File: src/axc_pkg.sv
// Shared types and constants for the two-sensor axle direction counter.
// Holds the transaction layouts, flag-state codes and register reset value.
// No dependencies.
`default_nettype none

package axc_pkg;

  localparam int unsigned TimeW = 32;
  localparam int unsigned FlagW = 6;
  localparam int unsigned InDataW = 40;
  localparam int unsigned OutDataW = 40;

  localparam logic [TimeW-1:0] TimeoutReset = TimeW'(10000000);

  // Flag-state codes: bit0 east level, bit1 west level, bit2 entered from east,
  // bit3 entered from west, bit4 staged westbound, bit5 staged eastbound
  localparam logic [FlagW-1:0] FsIdle        = 6'h00;
  localparam logic [FlagW-1:0] FsEastOnly    = 6'h01;
  localparam logic [FlagW-1:0] FsWestOnly    = 6'h02;
  localparam logic [FlagW-1:0] FsEntEast     = 6'h04;
  localparam logic [FlagW-1:0] FsEntWest     = 6'h08;
  localparam logic [FlagW-1:0] FsOverlapWb   = 6'h07;
  localparam logic [FlagW-1:0] FsOverlapEb   = 6'h0B;
  localparam logic [FlagW-1:0] FsTrailWb     = 6'h06;
  localparam logic [FlagW-1:0] FsTrailEb     = 6'h09;
  localparam logic [FlagW-1:0] FsStagedWb    = 6'h10;
  localparam logic [FlagW-1:0] FsStagedEb    = 6'h20;
  localparam logic [FlagW-1:0] FsBackWb      = 6'h11;
  localparam logic [FlagW-1:0] FsBackEb      = 6'h22;

  localparam logic DirWest = 1'b0;
  localparam logic DirEast = 1'b1;

  // Input transaction, first field in the highest bits
  typedef struct packed {
    logic             clear_interval;
    logic [TimeW-1:0] now_us;
    logic             sensor_east;
    logic             sensor_west;
  } axc_item_t;

  // Result transaction, first field in the highest bits
  typedef struct packed {
    logic             trip_indicator;
    logic [TimeW-1:0] interval_us;
    logic             travel_dir;
    logic             counted;
  } axc_result_t;

endpackage

`default_nettype wire

File: src/axc_in_stage.sv
// Input register for the axle counter: holds one accepted transaction.
// Depends on axc_pkg.
`default_nettype none

module axc_in_stage (
  input  wire logic              clk_i,
  input  wire logic              rst_ni,
  input  wire logic              valid_i,
  output logic                   ready_o,
  input  wire axc_pkg::axc_item_t item_i,
  input  wire logic              advance_i,
  output logic                   valid_o,
  output axc_pkg::axc_item_t     item_o
);
  import axc_pkg::*;

  logic      valid_q;
  axc_item_t item_q;

  // Take a new transaction when empty or when the held one moves on
  assign ready_o = !valid_q || advance_i;

  always_ff @(posedge clk_i or negedge rst_ni) begin
    if (!rst_ni) begin
      valid_q <= 1'b0;
    end else if (ready_o) begin
      valid_q <= valid_i;
    end
  end

  // Hold payload until replaced
  always_ff @(posedge clk_i) begin
    if (ready_o && valid_i) begin
      item_q <= item_i;
    end
  end

  assign valid_o = valid_q;
  assign item_o  = item_q;

endmodule

`default_nettype wire

File: src/axc_core.sv
// Flag-state machine, speedometer interlocks and interval timing for one sample.
// Depends on axc_pkg.
`default_nettype none

module axc_core (
  input  wire logic                       clk_i,
  input  wire logic                       rst_ni,
  input  wire logic                       cfg_wr_en_i,
  input  wire logic [axc_pkg::TimeW-1:0]  cfg_wr_data_i,
  input  wire logic                       step_i,
  input  wire axc_pkg::axc_item_t         item_i,
  output axc_pkg::axc_result_t            result_o
);
  import axc_pkg::*;

  logic [TimeW-1:0] timeout_q;
  logic [FlagW-1:0] flag_q, flag_d, flag_in;
  logic             trip_lock_q, trip_lock_d;
  logic             end_lock_q, end_lock_d;
  logic [TimeW-1:0] trip_start_q, trip_start_d;
  logic [TimeW-1:0] wheel_q, wheel_d, wheel_out;
  logic [TimeW-1:0] last_count_q, last_count_d;
  logic             dir_q, dir_d;
  logic             trip_q, trip_d;
  logic             counted;
  logic [TimeW-1:0] since_count;

  // Replace the sensor bits of the flag state with this sample
  assign flag_in = {flag_q[FlagW-1:2], item_i.sensor_west, item_i.sensor_east};

  // Decode the flag pattern
  always_comb begin
    flag_d       = flag_in;
    trip_lock_d  = trip_lock_q;
    end_lock_d   = end_lock_q;
    trip_start_d = trip_start_q;
    wheel_d      = wheel_q;
    last_count_d = last_count_q;
    dir_d        = dir_q;
    trip_d       = trip_q;
    counted      = 1'b0;
    unique case (flag_in)
      FsIdle: begin
        trip_lock_d = 1'b0;
        end_lock_d  = 1'b0;
      end
      FsEastOnly, FsWestOnly: begin
        flag_d = (flag_in == FsEastOnly) ? FsEntEast : FsEntWest;
        if (!trip_lock_q && !end_lock_q) begin
          trip_start_d = item_i.now_us;
          trip_d       = 1'b1;
          trip_lock_d  = 1'b1;
        end
      end
      FsEntEast, FsEntWest: begin
        flag_d      = FsIdle;
        trip_d      = 1'b0;
        trip_lock_d = 1'b0;
      end
      FsOverlapWb, FsOverlapEb: begin
        if (!end_lock_q && trip_lock_q) begin
          wheel_d = item_i.now_us - trip_start_q;
        end
        trip_d      = 1'b0;
        dir_d       = (flag_in == FsOverlapEb) ? DirEast : DirWest;
        trip_lock_d = 1'b0;
        end_lock_d  = 1'b1;
      end
      FsTrailWb: flag_d = FsStagedWb;
      FsTrailEb: flag_d = FsStagedEb;
      FsStagedWb, FsStagedEb: begin
        flag_d       = FsIdle;
        last_count_d = item_i.now_us;
        dir_d        = (flag_in == FsStagedEb) ? DirEast : DirWest;
        trip_lock_d  = 1'b0;
        end_lock_d   = 1'b0;
        counted      = 1'b1;
      end
      FsBackWb: flag_d = FsEntEast;
      FsBackEb: flag_d = FsEntWest;
      default: ;
    endcase
  end

  // Zero the interval after the idle timeout, then apply the clear request
  assign since_count = item_i.now_us - last_count_d;
  assign wheel_out   = (since_count > timeout_q) ? '0 : wheel_d;

  assign result_o = '{trip_indicator: trip_d,
                      interval_us:    wheel_out,
                      travel_dir:     dir_d,
                      counted:        counted};

  // Hold the timeout register
  always_ff @(posedge clk_i or negedge rst_ni) begin
    if (!rst_ni) begin
      timeout_q <= TimeoutReset;
    end else if (cfg_wr_en_i) begin
      timeout_q <= cfg_wr_data_i;
    end
  end

  // Advance the tracking state once per processed sample
  always_ff @(posedge clk_i or negedge rst_ni) begin
    if (!rst_ni) begin
      flag_q       <= FsIdle;
      trip_lock_q  <= 1'b0;
      end_lock_q   <= 1'b0;
      trip_start_q <= '0;
      wheel_q      <= '0;
      last_count_q <= '0;
      dir_q        <= DirWest;
      trip_q       <= 1'b0;
    end else if (step_i) begin
      flag_q       <= flag_d;
      trip_lock_q  <= trip_lock_d;
      end_lock_q   <= end_lock_d;
      trip_start_q <= trip_start_d;
      wheel_q      <= item_i.clear_interval ? '0 : wheel_out;
      last_count_q <= last_count_d;
      dir_q        <= dir_d;
      trip_q       <= trip_d;
    end
  end

endmodule

`default_nettype wire

File: src/axc_out_stage.sv
// Result register for the axle counter: holds one transaction until taken.
// Depends on axc_pkg.
`default_nettype none

module axc_out_stage (
  input  wire logic                clk_i,
  input  wire logic                rst_ni,
  input  wire logic                load_i,
  input  wire axc_pkg::axc_result_t result_i,
  output logic                     can_load_o,
  output logic                     valid_o,
  input  wire logic                ready_i,
  output axc_pkg::axc_result_t     result_o
);
  import axc_pkg::*;

  logic        valid_q;
  axc_result_t result_q;

  // Free when empty or when the held result is taken this cycle
  assign can_load_o = !valid_q || ready_i;

  always_ff @(posedge clk_i or negedge rst_ni) begin
    if (!rst_ni) begin
      valid_q <= 1'b0;
    end else if (can_load_o) begin
      valid_q <= load_i;
    end
  end

  always_ff @(posedge clk_i) begin
    if (can_load_o && load_i) begin
      result_q <= result_i;
    end
  end

  assign valid_o  = valid_q;
  assign result_o = result_q;

endmodule

`default_nettype wire

File: src/two_sensor_axle_direction_counter_unit.sv
// Two-sensor axle direction counter: top level with stream ports.
// Datapath: input register, then combinational core, then result register; m_axis_tready can stall either.
// Throughput: one transaction per cycle while m_axis_tready stays high; flag state updates once per transaction.
// Reset (rst_ni low, asynchronous): flag state, interlocks and timestamps clear to zero,
// idle timeout returns to 10000000 us. Depends on axc_pkg, axc_in_stage, axc_core, axc_out_stage.
`default_nettype none

module two_sensor_axle_direction_counter_unit (
  input  wire logic                          clk_i,
  input  wire logic                          rst_ni,
  input  wire logic                          cfg_wr_en_i,
  input  wire logic [axc_pkg::TimeW-1:0]     cfg_wr_data_i,   // idle_timeout_us
  input  wire logic                          s_axis_tvalid,
  output logic                               s_axis_tready,
  // [0] sensor_west, [1] sensor_east, [33:2] now_us, [34] clear_interval, rest zero
  input  wire logic [axc_pkg::InDataW-1:0]   s_axis_tdata,
  output logic                               m_axis_tvalid,
  input  wire logic                          m_axis_tready,
  // [0] counted, [1] travel_dir, [33:2] interval_us, [34] trip_indicator, rest zero
  output logic [axc_pkg::OutDataW-1:0]       m_axis_tdata
);
  import axc_pkg::*;

  localparam int unsigned ItemW   = $bits(axc_item_t);
  localparam int unsigned ResultW = $bits(axc_result_t);

  axc_item_t   in_item, held_item;
  axc_result_t step_result, out_result;
  logic        held_valid, out_can_load, advance;

  assign in_item = axc_item_t'(s_axis_tdata[ItemW-1:0]);

  // Move the held sample through the core when the result register frees up
  assign advance = held_valid && out_can_load;

  axc_in_stage u_in_stage (
    .clk_i     (clk_i),
    .rst_ni    (rst_ni),
    .valid_i   (s_axis_tvalid),
    .ready_o   (s_axis_tready),
    .item_i    (in_item),
    .advance_i (advance),
    .valid_o   (held_valid),
    .item_o    (held_item)
  );

  axc_core u_core (
    .clk_i         (clk_i),
    .rst_ni        (rst_ni),
    .cfg_wr_en_i   (cfg_wr_en_i),
    .cfg_wr_data_i (cfg_wr_data_i),
    .step_i        (advance),
    .item_i        (held_item),
    .result_o      (step_result)
  );

  axc_out_stage u_out_stage (
    .clk_i      (clk_i),
    .rst_ni     (rst_ni),
    .load_i     (advance),
    .result_i   (step_result),
    .can_load_o (out_can_load),
    .valid_o    (m_axis_tvalid),
    .ready_i    (m_axis_tready),
    .result_o   (out_result)
  );

  // Pad the result to whole bytes
  assign m_axis_tdata = {{(OutDataW-ResultW){1'b0}}, out_result};

endmodule

`default_nettype wire
File: config.mk
export PLATFORM = sky130hd
export DESIGN_NAME = two_sensor_axle_direction_counter_unit
export DESIGN_NICKNAME = d
export VERILOG_FILES = /design/src/axc_pkg.sv /design/src/axc_in_stage.sv /design/src/axc_core.sv /design/src/axc_out_stage.sv /design/src/two_sensor_axle_direction_counter_unit.sv
export SDC_FILE = /design/constraint.sdc
export NUM_CORES = 1
export LEC_CHECK = 0
export BUFFER_PORTS_ARGS = -buffer_cell sky130_fd_sc_hd__buf_2
export CORE_ASPECT_RATIO = 0.7
export CORE_UTILIZATION = 35
export CTS_CLUSTER_SIZE = 24
export DETAILED_ROUTE_END_ITERATION = 6
export PLACE_DENSITY_LB_ADDON = 0.25
export SYNTH_ARGS = -nofsm -noshare
export SYNTH_HDL_FRONTEND = slang
export SYNTH_SLANG_ARGS = --single-unit
export TNS_END_PERCENT = 30
File: constraint.sdc
create_clock -name clk_i -period 9.1 [get_ports clk_i]
set_clock_uncertainty 0.15 [all_clocks]
set_input_delay 0.455 -clock clk_i [delete_from_list [all_inputs] [get_ports clk_i]]
set_output_delay 0.455 -clock clk_i [all_outputs]
set_load 0.05 [all_outputs]
[Word-level counts from Yosys, hierarchy flattened]
Index checks and enable logic that the tools add are counted.
Word-level totals
  register bits after elaboration: 208
  bits in latches: 0
  memory bits (writable): 0
  ROM bits: 0
  input bits: 77
  output and inout port bits: 42
  word-level logic and storage cells: 77
  memories kept: 0
Operators by class
  $add $sub $neg: 2
  multipliers: 0
  divide/modulo/power cells: 0
  order comparisons: 1
  eq/ne operators: 13
  shift-type cells: 0
  multiplexer cells: 16
  bitwise operators: 0
  reductions and logical operators: 26
Operators by type and width (number)
  32-bit two-way mux: 5
  32-bit subtractor: 2
  6-bit case mux with 6 select lines: 1
  32-bit greater-than comparator: 1
  6-bit by 3-bit equality test with 1-bit output, second input constant: 3
  6-bit by 4-bit equality test with 1-bit output, second input constant: 3
  6-bit by 5-bit equality test with 1-bit output, second input constant: 2
  6-bit equality test, second input constant: 2
  1-bit case mux with 2 select lines: 4
  4-bit OR reduction: 2
  7-bit OR reduction: 1
  6-bit by 1-bit equality test with 1-bit output, second input constant: 1
  6-bit by 2-bit equality test with 1-bit output, second input constant: 1
  6-bit zero test: 1
  3-bit AND reduction: 2
  6-bit nonzero test: 1
  2-bit OR reduction: 3
  1-bit logical AND: 5
  1-bit two-way mux: 5
  1-bit zero test: 4
  4-bit two-way mux: 1
  2-bit AND reduction: 2
  2-bit nonzero test: 2
  3-bit OR reduction: 1
  other kinds (2): 3

[Logic depth before layout (Yosys ltp)]
Gate-level depths: netlist of run 1.
  depth after elaboration: 7
  gate-level depth with buffers: 29
  depth with buffers taken out: 26

[By module]
A second synthesis of run 1 with hierarchy kept.
Second synthesis, totals
  cell total of the unflattened synthesis: 1229
  area total of the unflattened synthesis: 12239.2 sq um
Modules (own cells, without submodules)
  axc_core: times used 1, cells each 1144, area an instance 9982.1 sq um, seq. area each 3413.3 sq um
  axc_in_stage: times used 1, cells each 39, area an instance 1104.8 sq um, seq. area each 1076.0 sq um
  axc_out_stage: times used 1, cells each 39, area an instance 1104.8 sq um, seq. area each 1076.0 sq um
  two_sensor_axle_direction_counter_unit: times used 1, cells each 7, area an instance 47.5 sq um, seq. area each 0.0 sq um

[Worst setup path after synthesis of run 1]
No wires, ideal clock.
  path kind: register to register
  from: register u_in_stage.item_q (netlist bit u_in_stage.item_o[1])
  to: register u_core.wheel_q[24]
  setup time: 0.065 ns
  arrival: 5.838 ns
  required time: 8.885 ns
  slack: 3.047 ns
  stages on the path, launching flop included: 30
  buffers on the path: 5
  clock period less this slack: 6.053 ns
  path through: edfxtp_1 > clkbuf_1 > nor2_2 > nand3b_1 > buf_4 > inv_2 > buf_2 > buf_1 > mux2i_1 > ha_1 > a21o_1 > a21o_1 > a21oi_1 > o21ai_0 > a221o_1 > a21o_1 > a211o_1 > a21oi_1 > xnor2_1 > ha_1 > a21o_1 > a21o_1 > a21oi_1 > o21ai_1 > o22ai_1 > nor2_1 > or2_1 > o21ai_2 > buf_4 > a22o_1
On the way
  cells in the longest elaborated chain, start to end: 7
  elaborated cells on any way between the ends: 12
  classes of those cells: 1 x add/sub; 1 x order compare; 4 x eq/ne; 4 x mux; 2 x reduce/logical
Ends and longest elaborated chain
  start: declaration: line axc_in_stage.sv:18  | axc_item_t item_q;
  start signal: assignment: line axc_in_stage.sv:34  | item_q <= item_i;
  6-bit by 5-bit equality test with 1-bit output or 6-bit equality test (tied branches): line axc_core.sv:42  | unique case (flag_in)
  2-bit OR reduction: line axc_core.sv:42
  32-bit two-way mux: line axc_core.sv:42
  32-bit subtractor: line axc_core.sv:86  | assign since_count = item_i.now_us - last_count_d;
  32-bit greater-than comparator: line axc_core.sv:87  | assign wheel_out = (since_count > timeout_q) ? '0 : wheel_d;
  32-bit two-way mux (*): line axc_core.sv:87
  32-bit two-way mux (*): line axc_core.sv:119  | wheel_q <= item_i.clear_interval ? '0 : wheel_out;
  end signal: assignment: line axc_core.sv:119
  end: declaration: line axc_core.sv:21  | logic [TimeW-1:0] wheel_q, wheel_d, wheel_out;
Every way passes the cells marked *; elsewhere a longest branch is shown, timed or not.
A chain may end at the register's enable or synchronous reset.

[Final worst setup path of run 1]
  from: register u_core.flag_q[5]
  to: register u_core.wheel_q[22]
On the way
  cells in the longest elaborated chain, start to end: 7
  elaborated cells on any way between the ends: 12
  classes of those cells: 1 x add/sub; 1 x order compare; 4 x eq/ne; 4 x mux; 2 x reduce/logical
Ends and longest elaborated chain
  start: declaration: line axc_core.sv:17  | logic [FlagW-1:0] flag_q, flag_d, flag_in;
  start signal: assignment: line axc_core.sv:106  | flag_q <= FsIdle;
  start signal: assignment: line axc_core.sv:115  | flag_q <= flag_d;
  6-bit by 5-bit equality test with 1-bit output or 6-bit equality test (tied branches): line axc_core.sv:42
  2-bit OR reduction: line axc_core.sv:42
  32-bit two-way mux: line axc_core.sv:42
  32-bit subtractor: line axc_core.sv:86
  32-bit greater-than comparator: line axc_core.sv:87
  32-bit two-way mux (*): line axc_core.sv:87
  32-bit two-way mux (*): line axc_core.sv:119
Marked as above.

==> flow_metrics.py, run 1 <==
metrics = {
    "logic_synthesis": {
        "ys_types": 77,
        "async_flop_share_pct": 66.3,
        "synth_edf_count": 70,
        "ys_ff_latch": 208,
        "ys_seq_area_share_pct": 45.5,
        "post_synth.cell_area_avg_um2": 9.95,
        "yosysWarningCount": 0,
        "synth_ff_type": "dfrtp_1",
        "synthCells": 1230,
        "synthesis.area_um2": 12200,
    },
    "clock_tree": {
        "ctsResizeCount": 0,
        "clkLatencyLatePin_ps": 540,
        "root_buffer": "clkbuf_16",
        "cts_buffer_depth": 3,
        "cts_tree": "built",
        "clkTransAtPathRegs_ps": 70,
        "cts.sinks": 208,
        "cts_buffers": 23,
        "htreeDepth": 1,
    },
    "final_layout": {
        "diodes": 0,
        "mostFrequentLayoutCell": "nand2_1",
        "regArea_um2": 5570,
        "final_cell_mix": "nand2_1, dfrtp_1, buf_2",
        "fin_nets": 1555,
        "num-fill-cells": 3328,
        "fin_area_um2": 14600,
        "drive_gt1_share_pct": 15.9,
        "multi_input_area_um2": 6110,
        "area_growth_pct": 18.9,
        "fin_cells": 1863,
    },
    "worst_setup_path": {
        "crit_path_end_kind": "register",
        "cpMaxStageDelayCell": "o21ai_2",
        "crit_path_max_incr_delay_ps": 640,
        "crit_type": "register to register",
        "crit_buf_inv": 3,
        "crit_fanout": 35,
        "arrival_ps": 7430,
        "crit_required_ps": 9420,
        "startpoint_type": "register",
        "cpMostUsedCell": "a21o_1",
        "critical_path.top_delay_family": "compound AO/OA/AOI/OAI gates",
    },
    "sta": {
        "fin_crit_sh_pct": 78.2,
        "timing.fmax_mhz": 141,
        "holdWs_ps": 14.3,
        "relSlewSlack_pct": 26.0,
        "setup_viol": 0,
        "hold_violations": 0,
        "rsz0062_at_grt": "no",
        "slew_viol_final": 0,
        "tightest_slew_ps": 1110,
        "setup_tns_ps": 0,
        "layout_min_cycle_time_ps": 7110,
    },
    "pwr": {
        "peakVddDrop_mv": 0.114,
        "leakage_nw": 6.51,
        "p_per_area_nw_per_um2": 157,
    },
    "worst_hold_path": {
        "hp-class": "input pin to register",
    },
    "detailed_routing": {
        "via_count": 9373,
        "drt_first_pass_iters": 5,
        "drt-total-wl_um": 29300,
        "wl_per_cell_um": 15.7,
        "routed_via_density": 5.03,
        "drt-initial-drc-count": 529,
        "drc": 0,
        "ant_nets": 0,
    },
    "die": {
        "io_pins": 119,
        "dieArea_um2": 35700,
        "dieWidth_um": 225,
        "rows": 56,
        "dieHeight_um": 158,
        "start_util_pct": 36.1,
        "fp.coreArea_um2": 33900,
    },
    "global_route": {
        "met1_usage_pct": 23.0,
        "use_met2_pct": 27.9,
        "grt_usage_pct": 16.7,
        "antenna_found_initial": 0,
        "grt_use_met3_pct": 2.53,
        "grt_max_degree": 72,
        "grt_busiest_layer": "met2",
        "grt_overflow": 0,
        "grt_pass1_vias": 9267,
        "grt_pass1_wl_um": 47800,
    },
    "place": {
        "hpwl_um": 20900,
        "routabilityCongestion": 0.879,
        "place_area_um2": 13200,
        "numPortBuffers": 108,
        "placed_cells": 1759,
    },
    "job": {
        "drv_cap": 0,
    },
    "status": {
        "outcome": "finished, final reports clean",
    },
}
## layout make-up
| type | count | area share [%] |
|---|---|---|
| multi-input combinational | 884 | 42.0 |
| timing repair buffer | 182 | 8.64 |
| clock inverter | 12 | 0.576 |
| tap | 464 | 3.99 |
| clock buffer | 30 | 4.41 |
| sequential | 208 | 38.2 |
| inverter | 83 | 2.14 |
## kinds of logic after synthesis
logic type / share of synthesized area [%]
compound gates: 17.8
flops: 45.5
xor+xnor: 4.44
simple gates: 11.4
fa+ha+maj: 9.94
buf+inv: 4.81
other cells: 0.0307
mux: 6.01
## through the flow
stage | util [%] | total power (W) | setup WS (ps)
CTS | 42.9 | 0.00234 | 2000
detailed placement | 38.9 | 0.00138 | 2040
global route | 42.9 | 0.00241 | 1610
finish | 42.9 | 0.00229 | 1990
floorplan | - | 0.00128 | 3050
global placement | 38.9 | 0.00138 | 2090
## cell usage after synthesis (all sizes together), types with 7 or more instances
library cell / number / area [um2]
nand2: 156 / 586
dfrtp: 130 / 3250
o21ai: 107 / 543
ha: 94 / 1180
a21oi: 86 / 434
inv: 83 / 312
edfxtp: 70 / 2100
nor2: 66 / 250
xnor2: 45 / 394
a21o: 39 / 294
clkbuf: 37 / 139
mux2: 36 / 405
mux2i: 33 / 330
a22o: 27 / 236
buf: 22 / 138
xor2: 17 / 149
nand3: 16 / 80.1
a211oi: 14 / 110
nand4: 12 / 75.1
a31oi: 11 / 68.8
nor3: 10 / 50.1
nor2b: 9 / 56.3
o21a: 9 / 67.6
dfstp: 8 / 210
nand2b: 8 / 50.1
and3: 7 / 43.8
o21bai: 7 / 52.6
o31ai: 7 / 52.6
## tightest hold or removal path: stages
cell and delay, ps:
buf_2 80, nand2_1 50, o21ai_0 70
## per-layer routing
metal  vias up  part of all wire (%)
li1       4675                     -
met1      4532                    50
met2       127                    45
met3        39                   3.0
met4         0                   1.8
met5         -                     0
## registers in the layout, summed over array words and instances (netlist names)
register	cells
u_in_stage.item_o	35
u_out_stage.result_o	35
u_core.last_count_q	32
u_core.timeout_q	32
u_core.trip_start_q	32
u_core.wheel_q	32
u_core.flag_q	4
u_core.dir_q	1
u_core.end_lock_q	1
u_core.trip_lock_q	1
u_core.trip_q	1
u_in_stage.valid_o	1
u_out_stage.valid_o	1
## power breakdown
group | internal (W) | switching (W)
clock | 0.000503 | 0.000403
sequential | 0.00101 | 0.0000230
combinational | 0.000129 | 0.000225
total | 0.00164 | 0.000651
## timing repair
item                      in CTS  in global routing
hold buffers                  62                  0
setup buffers                  0                  0
hold endpoints to repair     120                  0
## worst paths after layout
kind | cells past startpoint | endpoint | startpoint | slack, ps
max in group asynchronous | 3 | u_core.trip_start_q[12]$_DFFE_PN0P_ | rst_ni | 7030
min reg2reg | 2 | u_core.wheel_q[15]$_DFFE_PN0P_ | u_core.wheel_q[15]$_DFFE_PN0P_ | 330
max reg2reg | 25 | u_core.wheel_q[22]$_DFFE_PN0P_ | u_core.flag_q[5]$_DFFE_PN0P_ | 1990
max | 25 | u_core.wheel_q[22]$_DFFE_PN0P_ | u_core.flag_q[5]$_DFFE_PN0P_ | 1990
min in group asynchronous | 2 | u_core.timeout_q[2]$_DFFE_PN0P_ | rst_ni | 390
min | 3 | u_core.timeout_q[15]$_DFFE_PN1P_ | cfg_wr_data_i[15] | 10
No activity file was read; power rests on OpenSTA's default activity.
==> run 2: changes to the inputs <==
==> constraint.sdc (replaced) <==
create_clock -name clk_i -period 7.35 [get_ports clk_i]
set_clock_uncertainty 0.15 [all_clocks]
set_input_delay 0.3675 -clock clk_i [delete_from_list [all_inputs] [get_ports clk_i]]
set_output_delay 0.3675 -clock clk_i [all_outputs]
set_load 0.05 [all_outputs]
==> flow_metrics.py, run 2 (same netlist as run 1, synthesis figures left out) <==
metrics = {
    "status": {
        "outcome": "finished, final reports clean",
    },
    "final_layout": {
        "regArea_um2": 5570,
        "drive_gt1_share_pct": 15.0,
        "area_growth_pct": 19.6,
        "fin_nets": 1564,
        "fin_area_um2": 14600,
        "num-fill-cells": 3333,
        "multi_input_area_um2": 6110,
        "final_cell_mix": "nand2_1, dfrtp_1, buf_2",
        "diodes": 0,
        "mostFrequentLayoutCell": "nand2_1",
    },
    "sta": {
        "relSlewSlack_pct": 22.2,
        "rsz0062_at_grt": "no",
        "setup_viol": 0,
        "layout_min_cycle_time_ps": 6690,
        "hold_violations": 0,
        "timing.fmax_mhz": 150,
        "tightest_slew_ps": 1160,
        "slew_viol_final": 0,
        "fin_crit_sh_pct": 91.0,
        "setup_tns_ps": 0,
    },
    "detailed_routing": {
        "drt_first_pass_iters": 5,
        "ant_nets": 0,
        "drt-total-wl_um": 29100,
        "wl_per_cell_um": 15.5,
        "drt-initial-drc-count": 596,
        "routed_via_density": 5.04,
        "drc": 0,
        "via_count": 9429,
    },
    "place": {
        "routabilityCongestion": 0.836,
        "numPortBuffers": 108,
        "hpwl_um": 20600,
        "place_area_um2": 13200,
    },
    "die": {
        "dieWidth_um": 225,
        "dieArea_um2": 35700,
        "dieHeight_um": 158,
        "fp.coreArea_um2": 33900,
        "start_util_pct": 36.1,
        "io_pins": 119,
        "rows": 56,
    },
    "clock_tree": {
        "clkTransAtPathRegs_ps": 60,
        "ctsResizeCount": 0,
        "cts_tree": "built",
        "cts.sinks": 208,
        "htreeDepth": 1,
        "root_buffer": "clkbuf_16",
        "cts_buffers": 23,
        "post_cts_buffers": 0,
        "clkLatencyLatePin_ps": 520,
        "cts_buffer_depth": 3,
    },
    "global_route": {
        "grt_busiest_layer": "met2",
        "grt_use_met3_pct": 2.64,
        "antenna_found_initial": 0,
        "grt_overflow": 0,
        "met1_usage_pct": 23.8,
        "use_met2_pct": 26.3,
        "grt_usage_pct": 16.5,
        "grt_pass1_vias": 9024,
        "grt_max_degree": 73,
        "grt_pass1_wl_um": 47100,
    },
    "worst_setup_path": {
        "arrival_ps": 6940,
        "startpoint_type": "register",
        "crit_buf_inv": 3,
        "worstPathCellList": "xnor2_1 -> nand3b_1 -> inv_2 -> mux2i_1 -> ha_1 -> nor2b_1 -> o2111ai_1 -> a21o_1 -> a31oi_1 -> o211a_1 -> o41ai_2 -> o21ai_1 -> a21oi_1 -> xnor2_1 -> ha_1 -> nand4_1 -> o21ai_1 -> o22ai_1 -> nor2_2 -> buf_4 -> nor4_2 -> buf_4 -> a22o_1",
        "rrSetupSlack_ps": 660,
        "crit_fanout": 19,
        "regToRegStartpoint": "u_core.flag_q[5]$_DFFE_PN0P_",
        "cpMaxStageDelayCell": "nor2_2",
        "crit_path_max_incr_delay_ps": 680,
        "crit_path_end_kind": "register",
        "critical_path.top_delay_family": "compound AO/OA/AOI/OAI gates",
        "rr_endpoint": "u_core.wheel_q[25]$_DFFE_PN0P_",
        "crit_type": "register to register",
        "r2r.worst_path.cells": 23,
        "crit_required_ps": 7610,
    },
    "worst_hold_path": {
        "hp-class": "input pin to async pin",
    },
    "pwr": {
        "leakage_nw": 6.54,
        "p_per_area_nw_per_um2": 195,
        "fin_total_pwr_w": 0.00286,
        "peakVddDrop_mv": 0.163,
    },
    "job": {
        "drv_cap": 0,
    },
}
run 2: cell types whose count changed in the layout (fill, tap and decap cells not counted), sizes merged:
cell         before  now
clkbuf           30   38
inv              85   83
dlygate4sd3      62   71
clkinv            8    1
bufinv            0    2
clkinvlp          2    0
run 2: final cells by class:
cell class	count	share of cell area [%]
multi-input cells	884	41.8
inverters	83	2.13
repair buffers	191	9.21
flip-flops and latches	208	38.0
clock buffers	38	4.46
clock inverters	3	0.445
well taps	464	3.97
run 2: power by group:
part | internal, W | switching, W
sequential | 0.00125 | 0.0000283
combinational | 0.000164 | 0.000280
clock | 0.000672 | 0.000467
run 2: how the worst max path moves through the flow:
stage / slack [ps] / end / startpoint / depth (start not counted)
6_report: 660 / u_core.wheel_q[25]$_DFFE_PN0P_ / u_core.flag_q[5]$_DFFE_PN0P_ / 23
5_1_grt: 140 / u_core.wheel_q[25]$_DFFE_PN0P_ / u_in_stage.item_o[0]$_DFFE_PP_ / 23
4_1_cts: 650 / u_core.wheel_q[25]$_DFFE_PN0P_ / u_core.flag_q[5]$_DFFE_PN0P_ / 25
3_5_place_dp: 670 / u_core.wheel_q[31]$_DFFE_PN0P_ / u_core.flag_q[5]$_DFFE_PN0P_ / 23
3_3_place_gp: 710 / u_core.wheel_q[31]$_DFFE_PN0P_ / u_core.flag_q[5]$_DFFE_PN0P_ / 25
2_1_floorplan: 1300 / u_core.wheel_q[24]$_DFFE_PN0P_ / u_in_stage.item_o[1]$_DFFE_PP_ / 29
run 2: worst register-to-register path, delay by kind of cell, from the launching register on:
kind / cells / cell delay [ps]
mux: 1 / 350
compound gates: 10 / 2470
buf+inv: 3 / 980
simple gates: 5 / 1270
xor+xnor: 2 / 310
fa+ha+maj: 2 / 570
flops: 1 / 500
run 2: through the flow:
stage / setup WS, ps / instances / hold WS [ps] / utilization, %
floorplan: 1300 / 1234 / -78.1 / -
finish: 663 / 1871 / 315 / 43.1
detailed placement: 673 / 1759 / 300 / 38.9
global placement: 710 / 1759 / 296 / 38.9
global route: 143 / 1871 / 362 / 43.1
CTS: 650 / 1871 / 319 / 43.1
run 2: per-layer routing:
layer / share of wire, % / vias up / wire [um]
met3: 3.6 / 27 / 1050
met1: 50 / 4561 / 14500
met2: 45 / 162 / 13100
met5: 0 / - / 0
met4: 1.5 / 0 / 430
li1: - / 4679 / -
run 2: timing repair:
item | 4_1_cts | 5_1_grt
setup endpoints to repair | 0 | 0
endpoints found under the hold margin | 132 | 0
hold buffers | 71 | 0
